`config.mk`:
```
export PLATFORM = sky130hd
export DESIGN_NAME = crc32_frame_receiver_unit
export DESIGN_NICKNAME = d
export VERILOG_FILES = /design/src/rtl/crc32fr_pkg.sv /design/src/rtl/crc32fr_cfg_regs.sv /design/src/rtl/crc32fr_deframer.sv /design/src/rtl/crc32_frame_receiver_unit.sv
export VERILOG_INCLUDE_DIRS = /design/src /design/src/rtl
export SDC_FILE = /design/constraint.sdc
export NUM_CORES = 1
export LEC_CHECK = 0
export ABC_AREA = 1
export BUFFER_PORTS_ARGS = -buffer_cell sky130_fd_sc_hd__buf_2
export CELL_PAD_IN_SITES_DETAIL_PLACEMENT = 1
export CELL_PAD_IN_SITES_GLOBAL_PLACEMENT = 2
export CORE_ASPECT_RATIO = 1.25
export CORE_MARGIN = 5
export CORE_UTILIZATION = 40
export CTS_BUF_LIST = sky130_fd_sc_hd__clkbuf_4 sky130_fd_sc_hd__clkbuf_8
export CTS_CLUSTER_DIAMETER = 150
export DETAILED_ROUTE_END_ITERATION = 10
export PLACE_DENSITY_LB_ADDON = 0.1
export SLEW_MARGIN = 10
export SYNTH_ARGS = -nofsm -noshare
export SYNTH_HDL_FRONTEND = slang
export SYNTH_HIERARCHICAL = 1
export SYNTH_SLANG_ARGS = --single-unit
```
`constraint.sdc`:
```
create_clock -name aclk -period 7.1 [get_ports aclk]
set_input_delay 1.065 -clock aclk [delete_from_list [all_inputs] [get_ports aclk]]
set_output_delay 1.065 -clock aclk [all_outputs]
set_load 0.05 [all_outputs]
```
`src/rtl/crc32_frame_receiver_unit_assert.svh`:
```
// Assertion macros for the CRC-32 frame receiver.
// No dependencies; the assertions compile away when SYNTHESIS is defined.
`ifndef CRC32_FRAME_RECEIVER_UNIT_ASSERT_SVH
`define CRC32_FRAME_RECEIVER_UNIT_ASSERT_SVH
`ifndef SYNTHESIS
// Check a property on every clock edge outside of reset
`define CRC32FR_ASSERT(label, clk, rst_n, prop) \
    label: assert property (@(posedge clk) disable iff (!rst_n) prop) \
        else $error("crc32fr assertion failed");
// Check a property on every clock edge, reset included
`define CRC32FR_ASSERT_ALWAYS(label, clk, prop) \
    label: assert property (@(posedge clk) prop) \
        else $error("crc32fr assertion failed");
`else
`define CRC32FR_ASSERT(label, clk, rst_n, prop)
`define CRC32FR_ASSERT_ALWAYS(label, clk, prop)
`endif
`endif

```
`src/rtl/crc32fr_pkg.sv`:
```
// Shared types, codes and the byte-wide CRC-32 update for the frame receiver.
// No dependencies.
`timescale 1ns / 1ps

package crc32fr_pkg;

    // CRC-32, MSB first, no reflection, no final xor
    localparam logic [31:0] CRC_POLY = 32'h04C1_1DB7;
    localparam logic [31:0] CRC_INIT = 32'hFFFF_FFFF;

    // Configuration register indexes
    localparam logic [1:0] CFG_IDX_START_BYTE = 2'd0;
    localparam logic [1:0] CFG_IDX_MAX_LENGTH = 2'd1;
    localparam logic [1:0] CFG_IDX_TIMEOUT    = 2'd2;

    // Configuration reset values
    localparam logic [7:0]  START_BYTE_RST    = 8'd170;
    localparam logic [15:0] MAX_LENGTH_RST    = 16'd256;
    localparam logic [19:0] TIMEOUT_TICKS_RST = 20'd300;

    // Input opcodes
    localparam logic OP_BYTE = 1'b0;
    localparam logic OP_TICK = 1'b1;

    // Result kinds
    localparam logic KIND_PAYLOAD   = 1'b0;
    localparam logic KIND_FRAME_END = 1'b1;

    // Verdict codes
    localparam logic [1:0] VERDICT_OK      = 2'd0;
    localparam logic [1:0] VERDICT_CRC_ERR = 2'd1;
    localparam logic [1:0] VERDICT_TIMEOUT = 2'd2;

    typedef struct packed {
        logic [7:0]  start_byte;
        logic [15:0] max_length;
        logic [19:0] timeout_ticks;
    } cfg_t;

    typedef struct packed {
        logic        kind;
        logic [7:0]  payload_byte;
        logic [7:0]  command;
        logic [15:0] frame_length;
        logic [1:0]  verdict;
    } result_t;

    // One byte through the CRC register, eight shift steps
    function automatic logic [31:0] crc32_byte(input logic [31:0] crc, input logic [7:0] data);
        logic [31:0] c;
        c = crc ^ {data, 24'd0};
        for (int k = 0; k < 8; k++) begin
            if (c[31]) begin
                c = {c[30:0], 1'b0} ^ CRC_POLY;
            end else begin
                c = {c[30:0], 1'b0};
            end
        end
        return c;
    endfunction

endpackage

```
`src/rtl/crc32fr_cfg_regs.sv`:
```
// Configuration register file of the frame receiver.
// Depends on crc32fr_pkg.
`timescale 1ns / 1ps

module crc32fr_cfg_regs
    import crc32fr_pkg::*;
(
    input  logic        aclk,
    input  logic        aresetn,
    input  logic        cfg_valid,
    output logic        cfg_ready,
    input  logic [1:0]  cfg_index,
    input  logic [19:0] cfg_data,
    output cfg_t        cfg
);

    cfg_t cfg_reg;
    cfg_t cfg_next;

    // Always able to take a write transaction
    assign cfg_ready = 1'b1;

    // Register decode; an index past the list is dropped
    always_comb begin
        cfg_next = cfg_reg;
        if (cfg_valid) begin
            unique case (cfg_index)
                CFG_IDX_START_BYTE: cfg_next.start_byte    = cfg_data[7:0];
                CFG_IDX_MAX_LENGTH: cfg_next.max_length    = cfg_data[15:0];
                CFG_IDX_TIMEOUT:    cfg_next.timeout_ticks = cfg_data;
                default:            cfg_next = cfg_reg;
            endcase
        end
    end

    always_ff @(posedge aclk) begin
        if (!aresetn) begin
            cfg_reg.start_byte    <= START_BYTE_RST;
            cfg_reg.max_length    <= MAX_LENGTH_RST;
            cfg_reg.timeout_ticks <= TIMEOUT_TICKS_RST;
        end else begin
            cfg_reg <= cfg_next;
        end
    end

    assign cfg = cfg_reg;

endmodule

```
`src/rtl/crc32fr_deframer.sv`:
```
// Frame parsing state machine with running CRC-32 and timeout counter.
// Depends on crc32fr_pkg and crc32_frame_receiver_unit_assert.svh.
`timescale 1ns / 1ps
`include "crc32_frame_receiver_unit_assert.svh"

module crc32fr_deframer
    import crc32fr_pkg::*;
(
    input  logic       aclk,
    input  logic       aresetn,
    input  logic       step,
    input  logic       opcode,
    input  logic [7:0] rx_byte,
    input  cfg_t       cfg,
    output logic       res_valid,
    output result_t    res
);

    typedef enum logic [8:0] {
        ST_HUNT = 9'b0_0000_0001,
        ST_CMD  = 9'b0_0000_0010,
        ST_LEN1 = 9'b0_0000_0100,
        ST_LEN2 = 9'b0_0000_1000,
        ST_DATA = 9'b0_0001_0000,
        ST_CRC1 = 9'b0_0010_0000,
        ST_CRC2 = 9'b0_0100_0000,
        ST_CRC3 = 9'b0_1000_0000,
        ST_CRC4 = 9'b1_0000_0000
    } state_t;

    state_t      state_reg, state_next;
    logic [7:0]  command_reg, command_next;
    logic [15:0] length_reg, length_next;
    logic [15:0] byte_index_reg, byte_index_next;
    logic [31:0] crc_reg, crc_next;
    logic [31:0] rx_crc_reg, rx_crc_next;
    logic [19:0] idle_reg, idle_next;

    logic [31:0] crc_fed;
    logic [19:0] idle_inc;
    logic [15:0] len_full;
    logic [15:0] index_inc;
    logic [31:0] rx_crc_full;

    assign crc_fed     = crc32_byte(crc_reg, rx_byte);
    assign idle_inc    = idle_reg + 20'd1;
    assign len_full    = {rx_byte, length_reg[7:0]};
    assign index_inc   = byte_index_reg + 16'd1;
    assign rx_crc_full = {rx_byte, rx_crc_reg[23:0]};

    // Next state and result for the item in the input register
    always_comb begin
        state_next      = state_reg;
        command_next    = command_reg;
        length_next     = length_reg;
        byte_index_next = byte_index_reg;
        crc_next        = crc_reg;
        rx_crc_next     = rx_crc_reg;
        idle_next       = idle_reg;
        res_valid       = 1'b0;
        res.kind         = KIND_PAYLOAD;
        res.payload_byte = 8'd0;
        res.command      = command_reg;
        res.frame_length = length_reg;
        res.verdict      = VERDICT_OK;

        if (opcode == OP_TICK) begin
            if (state_reg == ST_HUNT) begin
                idle_next = 20'd0;
            end else if (idle_inc >= cfg.timeout_ticks) begin
                // Link went quiet mid-frame: abort
                state_next  = ST_HUNT;
                idle_next   = 20'd0;
                res_valid   = 1'b1;
                res.kind    = KIND_FRAME_END;
                res.verdict = VERDICT_TIMEOUT;
            end else begin
                idle_next = idle_inc;
            end
        end else begin
            idle_next = 20'd0;
            unique case (state_reg)
                ST_CMD: begin
                    command_next = rx_byte;
                    crc_next     = crc_fed;
                    state_next   = ST_LEN1;
                end
                ST_LEN1: begin
                    length_next = {8'd0, rx_byte};
                    crc_next    = crc_fed;
                    state_next  = ST_LEN2;
                end
                ST_LEN2: begin
                    length_next = len_full;
                    crc_next    = crc_fed;
                    if (len_full >= cfg.max_length) begin
                        state_next = ST_HUNT;
                    end else if (len_full == 16'd0) begin
                        state_next = ST_CRC1;
                    end else begin
                        state_next = ST_DATA;
                    end
                end
                ST_DATA: begin
                    crc_next        = crc_fed;
                    byte_index_next = index_inc;
                    if (index_inc >= length_reg) begin
                        state_next = ST_CRC1;
                    end
                    res_valid        = 1'b1;
                    res.payload_byte = rx_byte;
                end
                ST_CRC1: begin
                    rx_crc_next = {24'd0, rx_byte};
                    state_next  = ST_CRC2;
                end
                ST_CRC2: begin
                    rx_crc_next = {16'd0, rx_byte, rx_crc_reg[7:0]};
                    state_next  = ST_CRC3;
                end
                ST_CRC3: begin
                    rx_crc_next = {8'd0, rx_byte, rx_crc_reg[15:0]};
                    state_next  = ST_CRC4;
                end
                ST_CRC4: begin
                    rx_crc_next = rx_crc_full;
                    state_next  = ST_HUNT;
                    res_valid   = 1'b1;
                    res.kind    = KIND_FRAME_END;
                    res.verdict = (rx_crc_full == crc_reg) ? VERDICT_OK : VERDICT_CRC_ERR;
                end
                default: begin
                    // Hunting for the start marker
                    state_next = ST_HUNT;
                    if (rx_byte == cfg.start_byte) begin
                        state_next      = ST_CMD;
                        byte_index_next = 16'd0;
                        length_next     = 16'd0;
                        rx_crc_next     = 32'd0;
                        crc_next        = CRC_INIT;
                    end
                end
            endcase
        end
    end

    // Frame state registers, updated once per processed item
    always_ff @(posedge aclk) begin
        if (!aresetn) begin
            state_reg      <= ST_HUNT;
            command_reg    <= 8'd0;
            length_reg     <= 16'd0;
            byte_index_reg <= 16'd0;
            crc_reg        <= CRC_INIT;
            rx_crc_reg     <= 32'd0;
            idle_reg       <= 20'd0;
        end else if (step) begin
            state_reg      <= state_next;
            command_reg    <= command_next;
            length_reg     <= length_next;
            byte_index_reg <= byte_index_next;
            crc_reg        <= crc_next;
            rx_crc_reg     <= rx_crc_next;
            idle_reg       <= idle_next;
        end
    end

    // In the payload the byte counter stays below the declared length
    `CRC32FR_ASSERT(a_data_index, aclk, aresetn,
        (state_reg == ST_DATA) |-> (length_reg != 16'd0 && byte_index_reg < length_reg))
    // The idle counter only runs mid-frame
    `CRC32FR_ASSERT(a_hunt_idle, aclk, aresetn, (state_reg == ST_HUNT) |-> (idle_reg == 20'd0))
    // State only moves on a processed item
    `CRC32FR_ASSERT(a_hold_state, aclk, aresetn,
        !step |=> $stable(state_reg) && $stable(crc_reg))

endmodule

```
`src/rtl/crc32_frame_receiver_unit.sv`:
```
// Top level of the CRC-32 frame receiver: input register, deframer, result register.
// Depends on crc32fr_pkg, crc32fr_cfg_regs, crc32fr_deframer and the assertion header.
//
// Usage:
//   Input channel (s_valid/s_ready, s_opcode, s_rx_byte): one transaction per received
//   byte (opcode 0) or per timer tick (opcode 1).
//   Result channel (m_valid/m_ready, m_kind ...): one transaction per payload byte and
//   one closing transaction per frame with command, length and verdict (ok, CRC
//   mismatch, timeout). Frames with a length at or above the maximum are dropped without a result.
//   Configuration (cfg_valid/cfg_ready, cfg_index, cfg_data): index 0 start byte,
//   1 maximum length, 2 timeout in ticks. cfg_ready is always high; write only while idle.
// Timing:
//   An accepted transaction is registered, then stepped through the deframer and the CRC
//   unit into the result register if it yields a result; throughput one transaction per
//   cycle while the result register is not held by a low m_ready.
// Reset (aresetn low, synchronous): hunting state, CRC all ones, both registers empty,
//   configuration back to its defaults.
// Stall: when m_ready is low the result is held; one more transaction waits in the input
//   register, after which s_ready drops until the result is taken.
`timescale 1ns / 1ps
`include "crc32_frame_receiver_unit_assert.svh"

module crc32_frame_receiver_unit
    import crc32fr_pkg::*;
(
    input  logic        aclk,
    input  logic        aresetn,
    // Input channel
    input  logic        s_valid,
    output logic        s_ready,
    input  logic        s_opcode,
    input  logic [7:0]  s_rx_byte,
    // Result channel
    output logic        m_valid,
    input  logic        m_ready,
    output logic        m_kind,
    output logic [7:0]  m_payload_byte,
    output logic [7:0]  m_command,
    output logic [15:0] m_frame_length,
    output logic [1:0]  m_verdict,
    // Configuration write channel
    input  logic        cfg_valid,
    output logic        cfg_ready,
    input  logic [1:0]  cfg_index,
    input  logic [19:0] cfg_data
);

    logic       in_valid_reg, in_valid_next;
    logic       in_opcode_reg;
    logic [7:0] in_byte_reg;
    logic       out_valid_reg, out_valid_next;
    result_t    out_reg;

    logic       step;
    logic       s_take;
    logic       res_valid;
    result_t    res;
    cfg_t       cfg;

    // Handshake: the held item steps when the result register is free or draining
    assign step    = in_valid_reg && (!out_valid_reg || m_ready);
    assign s_ready = !in_valid_reg || step;
    assign s_take  = s_valid && s_ready;

    crc32fr_cfg_regs u_cfg (
        .aclk      (aclk),
        .aresetn   (aresetn),
        .cfg_valid (cfg_valid),
        .cfg_ready (cfg_ready),
        .cfg_index (cfg_index),
        .cfg_data  (cfg_data),
        .cfg       (cfg)
    );

    crc32fr_deframer u_deframer (
        .aclk      (aclk),
        .aresetn   (aresetn),
        .step      (step),
        .opcode    (in_opcode_reg),
        .rx_byte   (in_byte_reg),
        .cfg       (cfg),
        .res_valid (res_valid),
        .res       (res)
    );

    // Valid flags of the two registers
    always_comb begin
        in_valid_next = in_valid_reg;
        if (s_take) begin
            in_valid_next = 1'b1;
        end else if (step) begin
            in_valid_next = 1'b0;
        end
        out_valid_next = out_valid_reg;
        if (step) begin
            out_valid_next = res_valid;
        end else if (m_ready) begin
            out_valid_next = 1'b0;
        end
    end

    always_ff @(posedge aclk) begin
        if (!aresetn) begin
            in_valid_reg  <= 1'b0;
            out_valid_reg <= 1'b0;
        end else begin
            in_valid_reg  <= in_valid_next;
            out_valid_reg <= out_valid_next;
        end
    end

    // Payload registers
    always_ff @(posedge aclk) begin
        if (s_take) begin
            in_opcode_reg <= s_opcode;
            in_byte_reg   <= s_rx_byte;
        end
        if (step && res_valid) begin
            out_reg <= res;
        end
    end

    assign m_valid        = out_valid_reg;
    assign m_kind         = out_reg.kind;
    assign m_payload_byte = out_reg.payload_byte;
    assign m_command      = out_reg.command;
    assign m_frame_length = out_reg.frame_length;
    assign m_verdict      = out_reg.verdict;

    // Both registers come up empty
    `CRC32FR_ASSERT_ALWAYS(a_reset_empty, aclk, !aresetn |=> !m_valid && s_ready)
    // Backpressure only with an item parked in the input register
    `CRC32FR_ASSERT(a_ready_stall, aclk, aresetn,
        !s_ready |-> in_valid_reg && out_valid_reg && !m_ready)
    // Payload results carry no verdict
    `CRC32FR_ASSERT(a_payload_verdict, aclk, aresetn,
        (m_valid && m_kind == KIND_PAYLOAD) |-> (m_verdict == VERDICT_OK))

endmodule
```
==> metrics.txt <==
post-detailed-placement cell area 12640 um^2; diodes inserted 0; worst setup path category flop to flop; Seq cells post-synth 215; cells resized by post-CTS repair 0; unrepaired setup endpoints after global routing false; post-CTS repair timing setup buffer count 0; most area-consuming cells after synthesis dfxtp_1 (29%), nand2_1 (12%), edfxtp_1 (11%), nor2_1 (6.3%), ha_1 (5.9%); maximum clock frequency 252.2 MHz; core footprint 29850 um^2; Worst IR Drop VDD 0.1231 mV; setup ws final 3135 ps; Tcrit/Tclk final 55.85%; share of the synthesized area in the top cell type 28.51%; via density per instance 4.899; first-pass detailed-route iteration total 4; CP Capture Type flop; total number of placement rows 71; setup_tns 0 ps; post-DP HPWL 26980 um; setup slack at placement 3130 ps; most common library cell in the layout ignoring fill and taps nand2_1; maximum number of pins on one net before global-route repair 80; final weighted congestion in routability-driven placement 0.8188; top fanout value on the critical path 35; antenna violation net count after detailed routing 0; number of hold violations in the final report 0; die area 33610 um^2; Syn Area/Cell 7.408 um^2; transition time of the tightest slew-check pin 1088 ps; Post-Layout Inst Area 13390 um^2; relative max-transition margin 27.30%; number of pins with negative max-slew slack in the final report 0; die outline width 165.0 um; number of flip-flops under the largest register name 44; Worst EP required 7260 ps; Global Route Usage Sum 21.95%; 1st-iter DRT viols 455; proportion of synthesized chip area in sequential cells 39.51%; path class of the lowest-slack min-delay path flop to flop; number of sinks driven by the clock tree 215; H-tree levels 2; combined flip-flop and latch cell area 4745 um^2; nets in the synthesized netlist 1714; Post-Route Utilization 44.87%; number of placed I/O pins 74; footprint of the multi-input gates 6225 um^2; final setup violating endpoints 0; final critical delay including setup and external delays 3965 ps; wire length after detailed routing 36390 um; combined area of all synthesized cells 12010 um^2; worst path arrival time 4120 ps; synthesized instance count 1621; MaxCap Viol Count 0; Worst Skew 32.56 ps; Final #Nets 1780; via count 10380; Distinct cells, synth 48; proportion of layout cells with a drive suffix above 1 13.40%; CTS clk-pin slew, worst paths 60 ps; total power draw 2.689 mW; Inserted Clock Buffers 39; IO Port Bufs 72; Clock Tree Buf Depth 3; CTS tree built; Initial Utilization 40.23%; filler cell count 3847; yosys warns 6; synth-to-layout area growth 11.53%; GRT overflow 0; CTS Hold Bufs 0; result of the run finished, final reports clean; Clk Latency, worst-skew pair 570 ps; top library cells by usage in the layout, fill and taps aside nand2_1 (385), nor2_1 (201), inv_1 (188); nature of the critical path startpoint flop; cell leakage power 5.998 nW; wire length of the first global-routing pass 57770 um; cell type with the highest aggregate area in the netlist dfxtp_1; number of DRC violations after detailed routing 0; via count of the first global-routing pass 10740; number of antenna violations at the first check in global routing 0; final routed wire length divided by cell count 17.18 um; die boundary height 203.7 um; pwr/cell area 200.8 nW/um^2; clock root buffer clkbuf_8
[metal layers]
metal	wire, um	global-route usage (%)
met1	15270	25.36
met3	1033	3.396
met4	1006	6.627
met2	19080	41.13
met5	0	0
[per-stage QoR]
stage                     instances  hold slack [ps]
after CTS                      2118            421.2
final                          2118            413.6
after detailed placement       2047            418.7
after global placement         2047            413.0
after floorplan                1621            408.2
after global routing           2118            434.7
[worst max-delay path, cell delays in order (launching register included)]
cell and delay, ps:
dfxtp_1 380, inv_1 100, nor3_1 240, nand3b_1 230, nor2_1 220, nand2_1 90
xor2_1 190, ha_1 320, nand2_1 70, nor2_1 170, a21boi_0 220, nor2_1 60
nand4_1 160, nand2_1 120, nand3_1 80, inv_1 80, nor2_4 840
[worst paths after layout]
kind / start / to / slack, ps / depth (start not counted)
max: u_deframer/idle_reg[3]$_SDFFE_PN0P_ / m_frame_length[7]$_DFFE_PP_ / 3130 / 16
min: u_deframer/length_reg[13]$_SDFFE_PN0P_ / m_frame_length[13]$_DFFE_PP_ / 410 / 0
max reg2reg: u_deframer/idle_reg[3]$_SDFFE_PN0P_ / m_frame_length[7]$_DFFE_PP_ / 3130 / 16
min reg2reg: u_deframer/length_reg[13]$_SDFFE_PN0P_ / m_frame_length[13]$_DFFE_PP_ / 410 / 0
[cell type report]
type / count / area share [%]
Clock buffer: 53 / 4.979
Multi-Input combinational cell: 1150 / 46.47
Clock inverter: 18 / 0.6819
Timing Repair Buffer: 77 / 2.971
Tap cell: 401 / 3.746
Sequential cell: 215 / 35.42
Inverter: 204 / 5.726
[cell families after synthesis]
family | Yosys count | synth area share (%)
xor gates and xnor gates | 107 | 7.991
buffers and inverters | 256 | 8.721
DFF | 215 | 39.51
and+or+nand+nor | 751 | 27.21
AOI/OAI and AO/OA | 234 | 10.60
other | 1 | 0.03123
adders and majority gates | 57 | 5.939
[cell usage after synthesis (all sizes together)]
cell type and instances:
xor2 74, inv 202, o21a 3, xnor2 33, ha 57, o211ai 10
nor2 210, buf 35, or2 8, nand2 411, nand3b 2, nor3 20
clkbuf 17, nand3 81, dfxtp 171, a21oi 123, a21boi 2, nor4 3
edfxtp 44, nand4 16, a221oi 3, a21o 1, conb 1, o21ai 92
clkinv 2
[power breakdown]
part	switching (mW)	internal (mW)
clock	0.545	0.615
combinational	0.167	0.0767
sequential	0.0221	1.26
total	0.734	1.96
No activity file was read; power rests on OpenSTA's default activity.
